<file path="config.mk">
export PLATFORM = sky130hd
export DESIGN_NAME = depth_height_heatmap_colorizer_unit
export DESIGN_NICKNAME = d
export VERILOG_FILES = /design/src/design/dhhc_pkg.sv /design/src/design/dhhc_front.sv /design/src/design/dhhc_fifo.sv /design/src/design/dhhc_back.sv /design/src/design/depth_height_heatmap_colorizer_unit.sv
export SDC_FILE = /design/constraint.sdc
export NUM_CORES = 2
export LEC_CHECK = 0
export BUFFER_PORTS_ARGS = -buffer_cell sky130_fd_sc_hd__buf_2
export CAP_MARGIN = 20
export CELL_PAD_IN_SITES_DETAIL_PLACEMENT = 1
export CELL_PAD_IN_SITES_GLOBAL_PLACEMENT = 1
export CORE_UTILIZATION = 50
export CTS_BUF_LIST = sky130_fd_sc_hd__clkbuf_4
export CTS_CLUSTER_DIAMETER = 30
export DETAILED_ROUTE_END_ITERATION = 10
export PLACE_DENSITY_LB_ADDON = 0.1
export SYNTH_ARGS = -nofsm -noshare
export SYNTH_HDL_FRONTEND = slang
export SYNTH_SLANG_ARGS = --single-unit
</file>
<file path="constraint.sdc">
create_clock -name clk -period 9.45 [get_ports clk]
set_input_delay 0.945 -clock clk [delete_from_list [all_inputs] [get_ports clk]]
set_output_delay 0.945 -clock clk [all_outputs]
set_load 0.05 [all_outputs]
</file>
<file path="src/design/dhhc_pkg.sv">
`timescale 1ns / 1ps

package dhhc_pkg;

	localparam int RAW_W    = 16;
	localparam int HEIGHT_W = 14;
	localparam int SCALE_W  = 16;
	localparam int CFG_W    = 16;
	localparam int IDX_W    = 2;
	localparam int FRAC_H   = 12;
	localparam int DEPTH_W  = RAW_W + SCALE_W;
	localparam int H_W      = DEPTH_W + 2;
	localparam int OFS_W    = 20;
	localparam int X_W      = OFS_W + 3;
	localparam int T_W      = 16;
	localparam int RECIP_K  = 32;
	localparam int RECIP_W  = 26;
	localparam int PROD_W   = X_W + RECIP_W;
	localparam int DIFF_W   = 10;
	localparam int BYTE_W   = 8;
	localparam int OUT_W    = 3 * BYTE_W;
	localparam int QUEUE_DEPTH_DEF = 4;

	localparam logic [IDX_W-1:0] REG_CAMERA_HEIGHT = 2'd0;
	localparam logic [IDX_W-1:0] REG_DEPTH_SCALE   = 2'd1;

	localparam logic [HEIGHT_W-1:0] CAMERA_HEIGHT_RST = 14'd2500;
	localparam logic [SCALE_W-1:0]  DEPTH_SCALE_RST   = 16'd4096;

	// Band edges in millimetres with FRAC_H fraction bits.
	localparam logic signed [H_W-1:0] BAND1_FX = H_W'(150 << FRAC_H);
	localparam logic signed [H_W-1:0] BAND2_FX = H_W'(300 << FRAC_H);
	localparam logic signed [H_W-1:0] BAND3_FX = H_W'(450 << FRAC_H);

	// t = floor(8 * d / 75); the reciprocal is floor(2^32 / 75).
	localparam logic [RECIP_W-1:0] RECIP_M = 26'd57266230;
	localparam logic [7:0]         BAND_DIV = 8'd75;

	typedef enum logic [2:0] {
		KIND_NODATA,
		KIND_BLUE,
		KIND_BAND1,
		KIND_BAND2,
		KIND_BAND3,
		KIND_RED
	} kind_t;

	typedef struct packed {
		kind_t            kind;
		logic [OFS_W-1:0] offset;
	} item_t;

	typedef logic [2:0][BYTE_W-1:0] rgb_t;
	typedef logic [2:0][DIFF_W-1:0] diff_t;

	// Start colour of each kind, index 0 blue, 1 green, 2 red.
	function automatic rgb_t kind_base(kind_t k);
		rgb_t c;
		unique case (k)
			KIND_NODATA: c = {8'd30, 8'd30, 8'd30};
			KIND_BLUE:   c = {8'd0, 8'd40, 8'd200};
			KIND_BAND1:  c = {8'd0, 8'd40, 8'd200};
			KIND_BAND2:  c = {8'd0, 8'd200, 8'd0};
			KIND_BAND3:  c = {8'd255, 8'd255, 8'd0};
			KIND_RED:    c = {8'd255, 8'd0, 8'd0};
			default:     c = {8'd30, 8'd30, 8'd30};
		endcase
		return c;
	endfunction

	// End minus start colour within a band; zero for the flat colours.
	function automatic diff_t kind_diff(kind_t k);
		diff_t d;
		unique case (k)
			KIND_BAND1: d = {10'sd0, 10'sd160, -10'sd200};
			KIND_BAND2: d = {10'sd255, 10'sd55, 10'sd0};
			KIND_BAND3: d = {10'sd0, -10'sd255, 10'sd0};
			default:    d = '0;
		endcase
		return d;
	endfunction

endpackage

</file>
<file path="src/design/dhhc_front.sv">
`timescale 1ns / 1ps

module dhhc_front (
	input  logic                           clk,
	input  logic                           arst_n,
	input  logic                           in_valid,
	output logic                           in_ready,
	input  logic [dhhc_pkg::RAW_W-1:0]     depth_sample,
	input  logic [dhhc_pkg::HEIGHT_W-1:0]  camera_height,
	input  logic [dhhc_pkg::SCALE_W-1:0]   depth_scale,
	output logic                           out_valid,
	input  logic                           out_ready,
	output dhhc_pkg::item_t                out_item
);
	import dhhc_pkg::*;

	logic                   v_s1;
	logic                   zero_s1;
	logic [DEPTH_W-1:0]     depth_mm_s1;
	logic                   v_s2;
	item_t                  item_s2;
	logic                   ready_s1;
	logic                   ready_s2;
	logic signed [H_W-1:0]  height;
	item_t                  item_d;

	assign ready_s2 = !v_s2 || out_ready;
	assign ready_s1 = !v_s1 || ready_s2;
	assign in_ready = ready_s1;

	always_ff @(posedge clk or negedge arst_n) begin
		if (!arst_n) begin
			v_s1 <= 1'b0;
		end else if (ready_s1) begin
			v_s1 <= in_valid;
		end
	end

	always_ff @(posedge clk) begin
		if (ready_s1 && in_valid) begin
			zero_s1     <= (depth_sample == '0);
			depth_mm_s1 <= DEPTH_W'(depth_sample) * DEPTH_W'(depth_scale);
		end
	end

	assign height = $signed({{(H_W-HEIGHT_W-FRAC_H){1'b0}}, camera_height, {FRAC_H{1'b0}}})
		- $signed({2'b00, depth_mm_s1});

	always_comb begin
		item_d.offset = '0;
		if (zero_s1) begin
			item_d.kind = KIND_NODATA;
		end else if (height <= 0) begin
			item_d.kind = KIND_BLUE;
		end else if (height < BAND1_FX) begin
			item_d.kind   = KIND_BAND1;
			item_d.offset = height[OFS_W-1:0];
		end else if (height < BAND2_FX) begin
			item_d.kind   = KIND_BAND2;
			item_d.offset = OFS_W'(height - BAND1_FX);
		end else if (height < BAND3_FX) begin
			item_d.kind   = KIND_BAND3;
			item_d.offset = OFS_W'(height - BAND2_FX);
		end else begin
			item_d.kind = KIND_RED;
		end
	end

	always_ff @(posedge clk or negedge arst_n) begin
		if (!arst_n) begin
			v_s2 <= 1'b0;
		end else if (ready_s2) begin
			v_s2 <= v_s1;
		end
	end

	always_ff @(posedge clk) begin
		if (ready_s2 && v_s1) begin
			item_s2 <= item_d;
		end
	end

	assign out_valid = v_s2;
	assign out_item  = item_s2;

endmodule

</file>
<file path="src/design/dhhc_fifo.sv">
`timescale 1ns / 1ps

module dhhc_fifo #(
	parameter int DEPTH = dhhc_pkg::QUEUE_DEPTH_DEF
) (
	input  logic            clk,
	input  logic            arst_n,
	input  logic            push_valid,
	output logic            push_ready,
	input  dhhc_pkg::item_t push_item,
	output logic            pop_valid,
	input  logic            pop_ready,
	output dhhc_pkg::item_t pop_item
);
	import dhhc_pkg::*;

	localparam int PTR_W = (DEPTH > 1) ? $clog2(DEPTH) : 1;
	localparam int CNT_W = $clog2(DEPTH + 1);

	item_t             mem_q [DEPTH];
	logic [PTR_W-1:0]  wr_ptr_q;
	logic [PTR_W-1:0]  rd_ptr_q;
	logic [CNT_W-1:0]  count_q;
	logic              push;
	logic              pop;

	assign push_ready = (count_q != CNT_W'(DEPTH));
	assign pop_valid  = (count_q != '0);
	assign push       = push_valid && push_ready;
	assign pop        = pop_valid && pop_ready;
	assign pop_item   = mem_q[rd_ptr_q];

	always_ff @(posedge clk or negedge arst_n) begin
		if (!arst_n) begin
			wr_ptr_q <= '0;
			rd_ptr_q <= '0;
			count_q  <= '0;
		end else begin
			if (push) begin
				wr_ptr_q <= (wr_ptr_q == PTR_W'(DEPTH - 1)) ? '0 : wr_ptr_q + 1'b1;
			end
			if (pop) begin
				rd_ptr_q <= (rd_ptr_q == PTR_W'(DEPTH - 1)) ? '0 : rd_ptr_q + 1'b1;
			end
			if (push && !pop) begin
				count_q <= count_q + 1'b1;
			end else if (pop && !push) begin
				count_q <= count_q - 1'b1;
			end
		end
	end

	always_ff @(posedge clk) begin
		if (push) begin
			mem_q[wr_ptr_q] <= push_item;
		end
	end

	a_count_bound: assert property (@(posedge clk) disable iff (!arst_n)
		count_q <= CNT_W'(DEPTH))
		else $error("queue count beyond depth");

	a_count_track: assert property (@(posedge clk) disable iff (!arst_n)
		(push && !pop) |=> (count_q == $past(count_q) + 1'b1))
		else $error("queue count missed a push");

endmodule

</file>
<file path="src/design/dhhc_back.sv">
`timescale 1ns / 1ps

module dhhc_back (
	input  logic                          clk,
	input  logic                          arst_n,
	input  logic                          in_valid,
	output logic                          in_ready,
	input  dhhc_pkg::item_t               in_item,
	output logic                          out_valid,
	input  logic                          out_ready,
	output logic [dhhc_pkg::OUT_W-1:0]    out_rgb
);
	import dhhc_pkg::*;

	logic                 v_s3;
	kind_t                kind_s3;
	logic [X_W-1:0]       x_s3;
	logic [PROD_W-1:0]    prod_s3;
	logic                 v_s4;
	kind_t                kind_s4;
	logic [T_W-1:0]       t_s4;
	logic [X_W-1:0]       rem_s4;
	logic                 v_s5;
	rgb_t                 rgb_s5;
	logic                 ready_s3;
	logic                 ready_s4;
	logic                 ready_s5;
	logic [X_W-1:0]       x_in;
	logic [T_W-1:0]       q_est;
	logic [X_W-1:0]       rem;
	logic [T_W-1:0]       t_d;
	logic [X_W-1:0]       rem_d;
	rgb_t                 base;
	diff_t                diff;
	rgb_t                 rgb_d;
	logic signed [27:0]   acc [3];

	assign ready_s5 = !v_s5 || out_ready;
	assign ready_s4 = !v_s4 || ready_s5;
	assign ready_s3 = !v_s3 || ready_s4;
	assign in_ready = ready_s3;

	// Offset times 16/150 is offset times 8/75.
	assign x_in = {in_item.offset, 3'b000};

	always_ff @(posedge clk or negedge arst_n) begin
		if (!arst_n) begin
			v_s3 <= 1'b0;
			v_s4 <= 1'b0;
			v_s5 <= 1'b0;
		end else begin
			if (ready_s3) begin
				v_s3 <= in_valid;
			end
			if (ready_s4) begin
				v_s4 <= v_s3;
			end
			if (ready_s5) begin
				v_s5 <= v_s4;
			end
		end
	end

	always_ff @(posedge clk) begin
		if (ready_s3 && in_valid) begin
			kind_s3 <= in_item.kind;
			x_s3    <= x_in;
			prod_s3 <= PROD_W'(x_in) * PROD_W'(RECIP_M);
		end
	end

	// The reciprocal estimate is the quotient or one below it.
	assign q_est = prod_s3[RECIP_K +: T_W];
	assign rem   = x_s3 - X_W'(q_est * X_W'(BAND_DIV));

	always_comb begin
		if (rem >= X_W'(BAND_DIV)) begin
			t_d   = q_est + 1'b1;
			rem_d = rem - X_W'(BAND_DIV);
		end else begin
			t_d   = q_est;
			rem_d = rem;
		end
	end

	always_ff @(posedge clk) begin
		if (ready_s4 && v_s3) begin
			kind_s4 <= kind_s3;
			t_s4    <= t_d;
			rem_s4  <= rem_d;
		end
	end

	assign base = kind_base(kind_s4);
	assign diff = kind_diff(kind_s4);

	always_comb begin
		for (int c = 0; c < 3; c++) begin
			acc[c] = $signed({4'b0000, base[c], 16'h8000})
				+ 28'($signed(diff[c]) * $signed({1'b0, t_s4}));
			rgb_d[c] = acc[c][23:16];
		end
	end

	always_ff @(posedge clk) begin
		if (ready_s5 && v_s4) begin
			rgb_s5 <= rgb_d;
		end
	end

	assign out_valid = v_s5;
	assign out_rgb   = rgb_s5;

	a_rem_exact: assert property (@(posedge clk) disable iff (!arst_n)
		v_s4 |-> (rem_s4 < X_W'(BAND_DIV)))
		else $error("band quotient off by more than one");

	a_flat_no_blend: assert property (@(posedge clk) disable iff (!arst_n)
		(v_s4 && (kind_s4 == KIND_NODATA || kind_s4 == KIND_BLUE || kind_s4 == KIND_RED))
		|-> (diff == '0))
		else $error("flat colour carries a blend slope");

endmodule

</file>
<file path="src/design/depth_height_heatmap_colorizer_unit.sv">
`timescale 1ns / 1ps

// Channel   Dir  Handshake                     Payload
// s_axis    in   s_axis_tvalid/s_axis_tready   depth_sample[15:0]
// m_axis    out  m_axis_tvalid/m_axis_tready   blue[7:0], green[15:8], red[23:16]
// cfg       in   cfg_we (no ready)             cfg_index, cfg_data[15:0]
//
// One pixel is accepted per cycle when nothing stalls; its colour reaches m_axis after
// its transfer on s_axis loads the first front stage and it then passes through the second
// front stage, a queue slot and the three back stages in that order. The rate is one
// pixel per cycle when nothing stalls; the depth-scale and reciprocal multipliers each
// have a register after them to keep the stages short.
// A small queue sits between the front and the back, so a stall on m_axis fills the
// back stages and the queue before the front, and finally s_axis, stop.
// Reset is asynchronous and active low; it empties the pipeline and queue and loads
// the register defaults (camera height 2500 mm, depth scale 1.0 mm per count).

module depth_height_heatmap_colorizer_unit #(
	parameter int QUEUE_DEPTH = dhhc_pkg::QUEUE_DEPTH_DEF
) (
	input  logic                          clk,
	input  logic                          arst_n,
	input  logic                          s_axis_tvalid,
	output logic                          s_axis_tready,
	input  logic [dhhc_pkg::RAW_W-1:0]    s_axis_tdata,   // [15:0] depth_sample
	output logic                          m_axis_tvalid,
	input  logic                          m_axis_tready,
	output logic [dhhc_pkg::OUT_W-1:0]    m_axis_tdata,   // [7:0] blue_byte, [15:8] green_byte,
	                                                      // [23:16] red_byte
	input  logic                          cfg_we,
	input  logic [dhhc_pkg::IDX_W-1:0]    cfg_index,
	input  logic [dhhc_pkg::CFG_W-1:0]    cfg_data
);
	import dhhc_pkg::*;

	logic [HEIGHT_W-1:0] camera_height_q;
	logic [SCALE_W-1:0]  depth_scale_q;
	logic                front_valid;
	logic                front_ready;
	item_t               front_item;
	logic                queue_valid;
	logic                queue_ready;
	item_t               queue_item;

	// Configuration registers. Only the low register width of the data is kept, and
	// writes to indexes past the depth scale are dropped.
	always_ff @(posedge clk or negedge arst_n) begin
		if (!arst_n) begin
			camera_height_q <= CAMERA_HEIGHT_RST;
			depth_scale_q   <= DEPTH_SCALE_RST;
		end else if (cfg_we) begin
			case (cfg_index)
				REG_CAMERA_HEIGHT: camera_height_q <= cfg_data[HEIGHT_W-1:0];
				REG_DEPTH_SCALE:   depth_scale_q   <= cfg_data[SCALE_W-1:0];
				default: ;
			endcase
		end
	end

	// The front scales the depth, forms the height above the floor and sorts the
	// pixel into no-data, flat blue, one of three blend bands, or flat red.
	dhhc_front u_front (
		.clk           (clk),
		.arst_n        (arst_n),
		.in_valid      (s_axis_tvalid),
		.in_ready      (s_axis_tready),
		.depth_sample  (s_axis_tdata),
		.camera_height (camera_height_q),
		.depth_scale   (depth_scale_q),
		.out_valid     (front_valid),
		.out_ready     (front_ready),
		.out_item      (front_item)
	);

	dhhc_fifo #(
		.DEPTH (QUEUE_DEPTH)
	) u_queue (
		.clk        (clk),
		.arst_n     (arst_n),
		.push_valid (front_valid),
		.push_ready (front_ready),
		.push_item  (front_item),
		.pop_valid  (queue_valid),
		.pop_ready  (queue_ready),
		.pop_item   (queue_item)
	);

	// The back turns the band offset into a 16-bit fraction through a reciprocal
	// multiply with one correction step, then blends the band's end colours with
	// round-half-up and holds the result in the output register.
	dhhc_back u_back (
		.clk       (clk),
		.arst_n    (arst_n),
		.in_valid  (queue_valid),
		.in_ready  (queue_ready),
		.in_item   (queue_item),
		.out_valid (m_axis_tvalid),
		.out_ready (m_axis_tready),
		.out_rgb   (m_axis_tdata)
	);

endmodule
</file>
==> reports/results.ini <==
[cells_and_area]
nNetsFinal = 5195
multi_input_area_um2 = 28400
final_area_um2 = 42800
area_delta_synth_final_pct = 6.49
seqCellArea_um2 = 7970
fillers = 8804
final_common_cell = inv_1
layout-drive-gt1-share = 0.0824
final_cell_mix = inv_1, ha_1, fa_1

[synthesis]
syn_area_um2 = 40200
synthCells = 3857
synth-seq-cells = 272
yosysTopAreaCell = fa_1
synth_top_area_frac = 0.298
synthFlopType = edfxtp_1
synth_cell_type_count = 90
syn_nets = 5109
synth-edff-count = 230
async_reset_ff_frac = 0.154
synth_warnings = 0
avgSynthCellArea_um2 = 10.4
synth_area_leaders = fa_1, ha_1, edfxtp_1
ys_seq_area_frac = 0.198

[drt]
routed_via_density = 5.41
drc = 0
vias = 27378
wirelength_um = 107000
routedWlPerCell_um = 21.1
drt-initial-drc-count = 1172
ant_nets = 0
dr.pass1.iters = 5

[critical_path]
crit_path_frequent_cell = fa_1
worstSetupPathType = reg2reg
cp.required_ns = 10.04
crit_buf_inv = 4
cp-start-kind = flop
r2r_end = u_back.prod_s3[47]
path_cells = buf_4 -> mux4_2 -> inv_1 -> ha_1 -> xnor2_1 -> ha_1 -> or2_2 -> fa_1 -> fa_1 -> fa_1 -> fa_1 -> inv_1 -> fa_1 -> inv_1 -> ha_1 -> o21a_1 -> o221a_2 -> a21boi_0 -> a31oi_1 -> o31a_1 -> o211ai_1 -> a31oi_1 -> o21bai_1 -> xnor2_1
cpLargestDelayFamily = adder cells
slowest_delay_ns = 0.80
ff2ff_path_depth = 24
r2r-start = u_queue.rd_ptr_q[0]
crit_path_end_kind = flop
slowest_stage = dfrtp_1
crit_arrival_ns = 8.71
r2r_setup_slack_ns = 1.33
critPathMaxFanout = 11

[grt]
met3_usage = 0.0502
gr-max-usage-layer = met2
grt_pass1_wl_um = 173000
grt_start_max_net_pins = 43
grt_use_met1 = 0.370
grt-ovfl-total = 0
antenna_found_initial = 2
grt_usage = 0.277
first_global_vias = 31104
grt_use_met2 = 0.472

[place]
place_area_um2 = 41600
gp_congestion = 0.938
io_buffers = 64
place.detailed.hpwl_um = 89800

[clocking]
cts_tree = yes
clk_path_buf_depth = 3
ctsHoldBuffers = 0
cts.sinks = 272
post_cts_buffers = 0
numCtsBuffers = 82
cts_max_level = 3
post_cts_resized = 0
clock-root-buffer = clkbuf_4
clkLatencyLatePin_ns = 0.87
clk_pin_slew_ns = 0.07

[sta]
finalHoldViolations = 0
fmax_mhz = 123
slew_headroom = 0.362
finalCriticalPeriod_ns = 8.12
setup_viol = 0
period_share = 0.859
setup-tns-final_ns = 0
worstMarginPinSlew_ns = 0.934
slew_viol_final = 0
skew_ns = 0.106
rsz0062_at_grt = no

[die]
start_util = 0.507
die_h_um = 285
num_rows = 103
dieArea_um2 = 81500
ios = 65
coreArea_um2 = 79300
die_x_um = 285

[flow_run]
cap_violations = 0

[hold_path]
holdCritPathClass = in2async

[status]
status = finished clean

-- final cells by class --
| type | count | area share |
|---|---|---|
| Antenna cell | 3 | 0.000176 |
| Clock buffer | 110 | 0.0193 |
| Clock inverter | 38 | 0.00556 |
| Inverter | 934 | 0.0820 |
| Multi-Input combinational cell | 2567 | 0.663 |
| Sequential cell | 272 | 0.186 |
| Tap cell | 1050 | 0.0307 |
| Timing Repair Buffer | 86 | 0.0128 |
-- how the worst max path moves through the flow --
stage               cells past startpoint                 end                 from  slack (ns)
floorplan                              28  u_back.prod_s3[47]  u_queue.rd_ptr_q[0]        1.91
global placement                       26  u_back.prod_s3[47]  u_queue.rd_ptr_q[0]        1.32
detailed placement                     24  u_back.prod_s3[47]  u_queue.rd_ptr_q[0]        1.20
CTS                                    24  u_back.prod_s3[47]  u_queue.rd_ptr_q[0]        1.24
global route                           24  u_back.prod_s3[47]  u_queue.rd_ptr_q[0]        0.93
finish                                 24  u_back.prod_s3[47]  u_queue.rd_ptr_q[0]        1.33
-- metrics by stage --
step	worst slack, ns	util	cells	hold slack [ns]
floorplan	1.91	-	3857	0.400
global placement	1.32	0.525	4905	0.402
detailed placement	1.20	0.525	4906	0.422
CTS	1.24	0.539	5054	0.121
global route	0.927	0.540	5060	0.150
finish	1.33	0.540	5060	0.189
-- cells in the mapped netlist, types with 18 or more instances --
master,n
a21o_1,55
a21oi_1,90
and2_1,133
and3_1,41
clkbuf_1,68
dfrtp_1,36
edfxtp_1,230
fa_1,597
ha_1,616
inv_1,931
mux2_2,35
mux4_2,23
nand2_1,250
nand2b_1,40
nand3_1,43
nand4_1,23
nor2_1,114
nor2b_1,23
nor3_1,49
nor4_1,20
o21a_1,18
o21ai_0,48
xnor2_1,94
xor2_1,27
-- cell families after synthesis --
kind of cell / count (synthesis) / synth area share
AOI/OAI and AO/OA: 362 / 0.0625
xor gates and xnor gates: 122 / 0.0268
adders and majority gates: 1213 / 0.490
buffers and inverters: 1018 / 0.0959
DFF: 272 / 0.198
muxes: 62 / 0.0237
and+or+nand+nor: 808 / 0.103
-- per-layer routing --
metal / up-vias / part of all wire
met2: 522 / 0.49
met5: - / 0
met3: 120 / 0.047
li1: 12650 / -
met4: 0 / 0.018
met1: 14086 / 0.45
-- sequential cells by signal, indices dropped and copies added (netlist names), 2 cells and up --
signal and flops:
u_back.x_s3 20, u_front.depth_mm_s1 32, u_queue.wr_ptr_q 2, u_queue.rd_ptr_q 2, depth_scale_q 16, u_back.out_rgb 24
u_queue.count_q 3, u_back.t_s4 16, u_queue.mem_q 92, u_back.prod_s3 16, camera_height_q 14, u_front.out_item 23
u_back.kind_s3 3, u_back.kind_s4 3
Power is not shown: default switching activity piles up to over one toggle a cycle in this logic, so the estimate is an artifact.
